### config.mk
export PLATFORM = sky130hd
export DESIGN_NAME = touch_sample_averager
export DESIGN_NICKNAME = d
export VERILOG_FILES = /design/src/rtl/tsa_pkg.sv /design/src/rtl/tsa_div.sv /design/src/rtl/touch_sample_averager.sv
export SDC_FILE = /design/constraint.sdc
export NUM_CORES = 1
export LEC_CHECK = 0
export ABC_AREA = 1
export BUFFER_PORTS_ARGS = -buffer_cell sky130_fd_sc_hd__buf_2
export CAP_MARGIN = 20
export CORE_ASPECT_RATIO = 1.2
export CORE_MARGIN = 2
export CORE_UTILIZATION = 45
export DETAILED_ROUTE_END_ITERATION = 10
export MAX_ROUTING_LAYER = met4
export PLACE_DENSITY = 0.61
export SLEW_MARGIN = 5
export SYNTH_ARGS = -nofsm -noshare
export SYNTH_HDL_FRONTEND = slang
export SYNTH_HIERARCHICAL = 1
export SYNTH_SLANG_ARGS = --single-unit
### constraint.sdc
create_clock -name clk -period 8.5 [get_ports clk]
set_input_delay 0.425 -clock clk [delete_from_list [all_inputs] [get_ports clk]]
set_output_delay 0.425 -clock clk [all_outputs]
set_load 0.01 [all_outputs]
### src/rtl/tsa_pkg.sv
`default_nettype none
package tsa_pkg;

  localparam int VAL_W = 16;
  localparam int SUM_W = 27;
  localparam int CFG_IDX_W = 1;

  localparam logic [15:0] EV_TYPE_ABS   = 16'd3;
  localparam logic [15:0] CODE_X        = 16'd0;
  localparam logic [15:0] CODE_Y        = 16'd1;
  localparam logic [15:0] CODE_PRESSURE = 16'd24;

  localparam logic [CFG_IDX_W-1:0] CFG_X_DIVISOR = 1'b0;
  localparam logic [CFG_IDX_W-1:0] CFG_Y_DIVISOR = 1'b1;

  localparam int EMPTY_X_BIT = 0;
  localparam int EMPTY_Y_BIT = 1;
  localparam int EMPTY_P_BIT = 2;

  typedef struct packed {
    logic [15:0]        event_type;
    logic [15:0]        event_code;
    logic signed [15:0] event_value;
  } tsa_in_t;

  typedef struct packed {
    logic signed [15:0] x_avg;
    logic signed [15:0] y_avg;
    logic signed [15:0] pressure_avg;
    logic [2:0]         axis_empty;
  } tsa_out_t;

endpackage
`default_nettype wire

### src/rtl/tsa_div.sv
`default_nettype none
module tsa_div
  import tsa_pkg::*;
#(
  parameter int DVS_W = 16
) (
  input  wire logic             clk,
  input  wire logic             rst_n,
  input  wire logic             start,
  input  wire logic [SUM_W-1:0] dividend,
  input  wire logic [DVS_W-1:0] divisor,
  output logic                  done,
  output logic [SUM_W-1:0]      quotient
);

  localparam int STEP_W = $clog2(SUM_W + 1);

  logic               busy_r;
  logic               done_r;
  logic [STEP_W-1:0]  step_r;
  logic               neg_r;
  logic [DVS_W-1:0]   den_r;
  logic [DVS_W:0]     rem_r;
  logic [SUM_W-1:0]   quo_r;

  logic [DVS_W:0]     rem_sh;
  logic [DVS_W+1:0]   diff;
  logic               fits;
  logic [SUM_W-1:0]   mag;

  // Restoring division on magnitudes: the dividend shifts out of quo_r at the
  // top while quotient bits shift in at the bottom.
  always_comb begin
    rem_sh = {rem_r[DVS_W-1:0], quo_r[SUM_W-1]};
    diff   = {1'b0, rem_sh} - {2'b00, den_r};
    fits   = ~diff[DVS_W+1];
    mag    = dividend[SUM_W-1] ? (~dividend + 1'b1) : dividend;
  end

  always_ff @(posedge clk) begin
    if (!rst_n) begin
      busy_r <= 1'b0;
      done_r <= 1'b0;
      step_r <= '0;
    end else begin
      done_r <= 1'b0;
      if (start) begin
        busy_r <= 1'b1;
        step_r <= STEP_W'(SUM_W);
        den_r  <= divisor;
        rem_r  <= '0;
        quo_r  <= mag;
        neg_r  <= dividend[SUM_W-1];
      end else if (busy_r) begin
        rem_r  <= fits ? diff[DVS_W:0] : rem_sh;
        quo_r  <= {quo_r[SUM_W-2:0], fits};
        step_r <= step_r - 1'b1;
        if (step_r == STEP_W'(1)) begin
          busy_r <= 1'b0;
          done_r <= 1'b1;
        end
      end
    end
  end

  // The divisor is always positive, so the quotient takes the dividend's sign.
  assign quotient = neg_r ? (~quo_r + 1'b1) : quo_r;
  assign done     = done_r;

endmodule
`default_nettype wire

### src/rtl/touch_sample_averager.sv
`default_nettype none
// Touch sample averager. X and Y samples of absolute events are scaled by
// their divisor registers (a divisor of 0 acts as 1) and summed per axis;
// nonzero pressure samples are summed raw. A zero pressure ends the touch and
// delivers one item with the truncated averages of all three axes, a flag for
// each axis that saw no sample, and clears the sums. Each axis stops counting
// at MAX_SAMPLES. All division runs through one shared radix-2 serial
// divider: its 27 shift steps, the load step and the done step hold the
// sequencer for each division. An X or Y event occupies the block until its
// division is done, a touch end until all three divisions have run and the
// result is loaded (longer if the previous result is still stalled), and
// every other event does not hold the block. The input is stalled while an
// event is in progress; a delivered result waits in an output register.
module touch_sample_averager
  import tsa_pkg::*;
#(
  parameter int MAX_SAMPLES = 1024
) (
  input  wire logic                 clk,
  input  wire logic                 rst_n,
  input  wire logic                 in_valid,
  output logic                      in_stall,
  input  wire tsa_in_t              in_data,
  output logic                      out_valid,
  input  wire logic                 out_stall,
  output tsa_out_t                  out_data,
  input  wire logic                 cfg_we,
  input  wire logic [CFG_IDX_W-1:0] cfg_index,
  input  wire logic [15:0]          cfg_data
);

  localparam int CNT_W = $clog2(MAX_SAMPLES + 1);
  localparam int DVS_W = (CNT_W > VAL_W) ? CNT_W : VAL_W;
  localparam logic [CNT_W-1:0] CNT_MAX = CNT_W'(MAX_SAMPLES);

  typedef enum logic [2:0] {
    ST_IDLE,
    ST_SAMPLE,
    ST_AVG_X,
    ST_AVG_Y,
    ST_AVG_P,
    ST_EMIT
  } state_t;

  state_t             state_r;
  logic [15:0]        x_div_r;
  logic [15:0]        y_div_r;
  logic [SUM_W-1:0]   x_sum_r;
  logic [SUM_W-1:0]   y_sum_r;
  logic [SUM_W-1:0]   p_sum_r;
  logic [CNT_W-1:0]   x_cnt_r;
  logic [CNT_W-1:0]   y_cnt_r;
  logic [CNT_W-1:0]   p_cnt_r;
  logic               sel_y_r;
  logic [15:0]        x_avg_r;
  logic [15:0]        y_avg_r;
  logic [15:0]        p_avg_r;
  logic [2:0]         empty_r;
  logic               div_go_r;
  logic [SUM_W-1:0]   div_num_r;
  logic [DVS_W-1:0]   div_den_r;
  logic               out_valid_r;
  tsa_out_t           out_data_r;

  logic               div_done;
  logic [SUM_W-1:0]   div_q;
  logic               in_take;
  logic               out_free;
  logic [SUM_W-1:0]   value_ext;
  logic [DVS_W-1:0]   x_den;
  logic [DVS_W-1:0]   y_den;

  function automatic logic [DVS_W-1:0] count_den(input logic [CNT_W-1:0] c);
    // An empty axis has a zero sum, so dividing it by one yields the 0 output.
    count_den = (c == '0) ? DVS_W'(1) : DVS_W'(c);
  endfunction

  tsa_div #(
    .DVS_W(DVS_W)
  ) u_div (
    .clk     (clk),
    .rst_n   (rst_n),
    .start   (div_go_r),
    .dividend(div_num_r),
    .divisor (div_den_r),
    .done    (div_done),
    .quotient(div_q)
  );

  assign in_stall  = (state_r != ST_IDLE);
  assign in_take   = in_valid && !in_stall;
  assign out_free  = !out_valid_r || !out_stall;
  assign value_ext = {{(SUM_W - VAL_W){in_data.event_value[VAL_W-1]}}, in_data.event_value};
  assign x_den     = (x_div_r == '0) ? DVS_W'(1) : DVS_W'(x_div_r);
  assign y_den     = (y_div_r == '0) ? DVS_W'(1) : DVS_W'(y_div_r);

  always_ff @(posedge clk) begin
    if (!rst_n) begin
      x_div_r <= 16'd1;
      y_div_r <= 16'd1;
    end else if (cfg_we) begin
      unique case (cfg_index)
        CFG_X_DIVISOR: x_div_r <= cfg_data;
        CFG_Y_DIVISOR: y_div_r <= cfg_data;
        default:       ;
      endcase
    end
  end

  always_ff @(posedge clk) begin
    if (!rst_n) begin
      state_r     <= ST_IDLE;
      x_sum_r     <= '0;
      y_sum_r     <= '0;
      p_sum_r     <= '0;
      x_cnt_r     <= '0;
      y_cnt_r     <= '0;
      p_cnt_r     <= '0;
      div_go_r    <= 1'b0;
      out_valid_r <= 1'b0;
    end else begin
      div_go_r <= 1'b0;
      if (out_valid_r && !out_stall) begin
        out_valid_r <= 1'b0;
      end

      unique case (state_r)
        ST_IDLE: begin
          if (in_take && in_data.event_type == EV_TYPE_ABS) begin
            priority if (in_data.event_code == CODE_X) begin
              div_num_r <= value_ext;
              div_den_r <= x_den;
              div_go_r  <= 1'b1;
              sel_y_r   <= 1'b0;
              state_r   <= ST_SAMPLE;
            end else if (in_data.event_code == CODE_Y) begin
              div_num_r <= value_ext;
              div_den_r <= y_den;
              div_go_r  <= 1'b1;
              sel_y_r   <= 1'b1;
              state_r   <= ST_SAMPLE;
            end else if (in_data.event_code == CODE_PRESSURE) begin
              if (in_data.event_value != '0) begin
                if (p_cnt_r < CNT_MAX) begin
                  p_sum_r <= p_sum_r + value_ext;
                  p_cnt_r <= p_cnt_r + 1'b1;
                end
              end else begin
                // Zero pressure: the touch has ended.
                empty_r[EMPTY_X_BIT] <= (x_cnt_r == '0);
                empty_r[EMPTY_Y_BIT] <= (y_cnt_r == '0);
                empty_r[EMPTY_P_BIT] <= (p_cnt_r == '0);
                div_num_r <= x_sum_r;
                div_den_r <= count_den(x_cnt_r);
                div_go_r  <= 1'b1;
                state_r   <= ST_AVG_X;
              end
            end else begin
              state_r <= ST_IDLE;
            end
          end
        end
        ST_SAMPLE: begin
          if (div_done) begin
            if (sel_y_r) begin
              if (y_cnt_r < CNT_MAX) begin
                y_sum_r <= y_sum_r + div_q;
                y_cnt_r <= y_cnt_r + 1'b1;
              end
            end else if (x_cnt_r < CNT_MAX) begin
              x_sum_r <= x_sum_r + div_q;
              x_cnt_r <= x_cnt_r + 1'b1;
            end
            state_r <= ST_IDLE;
          end
        end
        ST_AVG_X: begin
          if (div_done) begin
            x_avg_r   <= div_q[15:0];
            div_num_r <= y_sum_r;
            div_den_r <= count_den(y_cnt_r);
            div_go_r  <= 1'b1;
            state_r   <= ST_AVG_Y;
          end
        end
        ST_AVG_Y: begin
          if (div_done) begin
            y_avg_r   <= div_q[15:0];
            div_num_r <= p_sum_r;
            div_den_r <= count_den(p_cnt_r);
            div_go_r  <= 1'b1;
            state_r   <= ST_AVG_P;
          end
        end
        ST_AVG_P: begin
          if (div_done) begin
            p_avg_r <= div_q[15:0];
            state_r <= ST_EMIT;
          end
        end
        ST_EMIT: begin
          if (out_free) begin
            out_data_r.x_avg        <= x_avg_r;
            out_data_r.y_avg        <= y_avg_r;
            out_data_r.pressure_avg <= p_avg_r;
            out_data_r.axis_empty   <= empty_r;
            out_valid_r             <= 1'b1;
            x_sum_r                 <= '0;
            y_sum_r                 <= '0;
            p_sum_r                 <= '0;
            x_cnt_r                 <= '0;
            y_cnt_r                 <= '0;
            p_cnt_r                 <= '0;
            state_r                 <= ST_IDLE;
          end
        end
        default: state_r <= ST_IDLE;
      endcase
    end
  end

  assign out_valid = out_valid_r;
  assign out_data  = out_data_r;

  a_out_from_emit: assert property (@(posedge clk) disable iff (!rst_n)
    $rose(out_valid_r) |-> $past(state_r == ST_EMIT))
    else $error("result item appeared outside the emit step");

  a_clear_after_emit: assert property (@(posedge clk) disable iff (!rst_n)
    (state_r == ST_EMIT && out_free) |=>
      (x_cnt_r == '0 && y_cnt_r == '0 && p_cnt_r == '0 && p_sum_r == '0))
    else $error("sums and counts not cleared after a touch ended");

  a_count_bound: assert property (@(posedge clk) disable iff (!rst_n)
    (x_cnt_r <= CNT_MAX && y_cnt_r <= CNT_MAX && p_cnt_r <= CNT_MAX))
    else $error("sample count exceeded its limit");

  a_done_when_waiting: assert property (@(posedge clk) disable iff (!rst_n)
    div_done |-> (state_r != ST_IDLE && state_r != ST_EMIT))
    else $error("divider finished while no division was pending");

endmodule
`default_nettype wire
==> results.ini <==
[clocking]
cts.sinks=364
post_cts_resize_count=0
htreeDepth=2
worst_skew_pair.late_latency_ns=0.55
cts.reportedPaths.clkPinSlew_ns=0.06
cts_setup_buffers=0
cts_buffers=40
hold_buffers=0
clock_path_buffers=3
cts_tree=done
cts_root_buffer=clkbuf_16

[power_and_ir_drop]
peakVddDrop_mv=0.120
power_frac_comb_pct=6.1
p_int_w=0.00302
p_clk_share_pct=46.3
total_leakage_power_nw=10.7
power_density_nw_per_um2=161
switchingPower_w=0.000924
swShare_pct=23.4
power_frac_seq_pct=47.6

[job]
max_cap_violations=0

[sta]
slew_headroom_pct=27.9
fmax_mhz=243
setup_viol_count_final=0
finalSetupTns_ns=0
rsz0062_at_grt=false
fin_worst_skew_ns=0.0166
slew_violations=0
final_hold_viol_count=0
period_share_pct=48.3
fin_crit_ns=4.11
max_slew.worst_pin.slew_ns=1.08

[global_route]
grt_busiest_layer=met2
grt_pass1_vias=19300
grt_antenna_before_repair=1
grtUsageMet1_pct=34.2
grt_pass1_wl_mm=103
grt_overflow_total=0
use_met3_pct=2.62
met2_usage_pct=44.5
grt_max_degree=52
grt_usage_pct=26.7

[place]
dp_hpwl_mm=50.9
place.gp.congestion=0.988
place_area_um2=23000
io_buffers=122

[final_layout]
syn_to_final_growth_pct=12.0
final_area_um2=24400
final_common_cell=nand2_1
final_cell_mix=nand2_1 (756), inv_1 (340), nor2_1 (302), edfxtp_1 (206), o21ai_0 (204)
drive_above_1_share_pct=9.09
fillers=4705
final_nets=3163

[setup_path]
start_kind=flop
cp_max_fo=23
crit_start=u_div/neg_r
r2r-start=u_div/neg_r
worstPathArrival_ns=4.54
end_kind=flop
worstPathRequired_ns=8.94
worstSetupPathType=reg2reg

[floorplanning]
die_y_um=245
rows=88
die_area_um2=50200
initial_core_util_pct=45.4
fp.coreArea_um2=48000
num_io_pins=123
die_x_um=205

[detailed_routing]
wire_per_inst_um=17.9
totalWireLength_mm=65.1
routed_via_density=5.44
ant_nets=0
firstDrtPassIters=8
route.detailed.drc=0
vias=19800
drt_iter0_markers=1486

[synthesis]
synthCells=2869
netlist_area_um2=21800
synth.ff_latch_count=364
synth.top_cell.area_share_pct=28.4
synthFlopType=edfxtp_1
synth_cell_type_count=51
syn_nets=3047
async_flop_share_pct=0
synth_top_area_cell=edfxtp_1
synth_warnings=6
ys_seq_area_share_pct=42.9
yosys-top-cells-area=edfxtp_1 (28%), dfxtp_1 (15%), nand2_1 (13%)
synth-edff-count=206
syn_avg_cell_area_um2=7.60

[hold_path]
hp-start=cfg_data[10]
hold_class=in2reg

[run_status]
status=complete, no violations

[worst paths after layout]
kind | slack (ns) | endpoint | cells after the start
worst max-delay path | 4.39 | x_sum_r[21] | 14
worst min-delay path | 0.13 | x_div_r[10] | 3
worst max register to register | 4.39 | x_sum_r[21] | 14
worst min register to register | 0.41 | out_data[5] | 0
[layout make-up]
type                            instances  area, um2  share of cell area, %
Multi-Input combinational cell       2090      10800                   44.4
Inverter                              352       1320                   5.42
Antenna cell                            1       2.50                 0.0103
Clock buffer                           52       1160                   4.76
Clock inverter                         20        220                  0.902
Tap cell                              630        788                   3.23
Sequential cell                       364       9350                   38.3
Timing Repair Buffer                  137        727                   2.98
[per-layer routing]
metal	wire length (um)	up-vias	part of all wire [%]
met3	3550	136	5.5
met2	30800	604	47
met5	0	-	0
met1	28600	9268	44
li1	-	9811	-
met4	2140	0	3.3
[kinds of logic after synthesis]
logic type               Yosys count  share of synthesized area (%)
adder cells (fa/ha/maj)          108                           6.34
AND/OR/NAND/NOR                 1429                           28.2
XOR/XNOR                          69                           2.77
AO/OA/AOI/OAI                    484                           12.3
flip-flops                       364                           42.9
buffers and inverters            415                           7.48
[cells in the mapped netlist (9+ instances only)]
cell type and n:
nand2_1 756, a21oi_1 162, nor4_1 13, o211ai_1 12, buf_2 20, edfxtp_1 206
ha_1 104, inv_2 10, nor3_1 29, nor2_1 305, o21bai_1 12, nand3_1 185
nand3b_1 23, xnor2_1 19, o21ai_0 204, inv_1 340, nand4_1 53, clkbuf_1 30
or2_2 10, a31oi_1 9, o21ai_1 25, xor2_1 50, a22oi_1 25, nand2_2 9
dfxtp_1 158, nor2_2 16
[metrics by stage]
| step | cells | power [W] | utilization [%] | setup slack (ns) | hold slack [ns] |
|---|---|---|---|---|---|
| after global placement | 3571 | 0.00215 | 47.9 | 4.47 | 0.403 |
| after CTS | 3644 | 0.00398 | 50.8 | 4.40 | 0.109 |
| final | 3646 | 0.00394 | 50.9 | 4.39 | 0.132 |
| after floorplan | 2869 | 0.00207 | - | 4.55 | 0.400 |
| after global routing | 3646 | 0.00407 | 50.9 | 4.15 | 0.137 |
| after detailed placement | 3572 | 0.00215 | 47.9 | 4.42 | 0.405 |
[sequential cells by signal, summed over array words and instances, names as in the netlist, 16 cells and up]
name,flops
div_den_r,16
div_num_r,27
out_data,51
p_avg_r,16
p_sum_r,27
u_div/den_r,16
u_div/quo_r,27
u_div/rem_r,16
x_avg_r,16
x_div_r,16
x_sum_r,27
y_avg_r,16
y_div_r,16
y_sum_r,27
[worst max-delay path: stages (launching register included)]
cell      delay (ns)
edfxtp_1        0.85
inv_1           0.44
a31oi_1         0.40
nor2_4          0.12
xor2_1          0.65
ha_1            0.32
nand2_1         0.09
nor2_1          0.18
inv_1           0.09
nor3_1          0.29
nand4_1         0.24
nand3_1         0.14
nand2_1         0.06
nand3_1         0.06
nand2_1         0.06
[power by group through the flow]
stage	combinational, W	clock, W	sequential [W]
after floorplan	0.000156	0	0.00191
after global placement	0.000235	0	0.00191
after detailed placement	0.000239	0	0.00191
after CTS	0.000240	0.00187	0.00188
after global routing	0.000266	0.00193	0.00188
final	0.000242	0.00182	0.00188
Note: power is estimated with default switching activity, not from simulation.
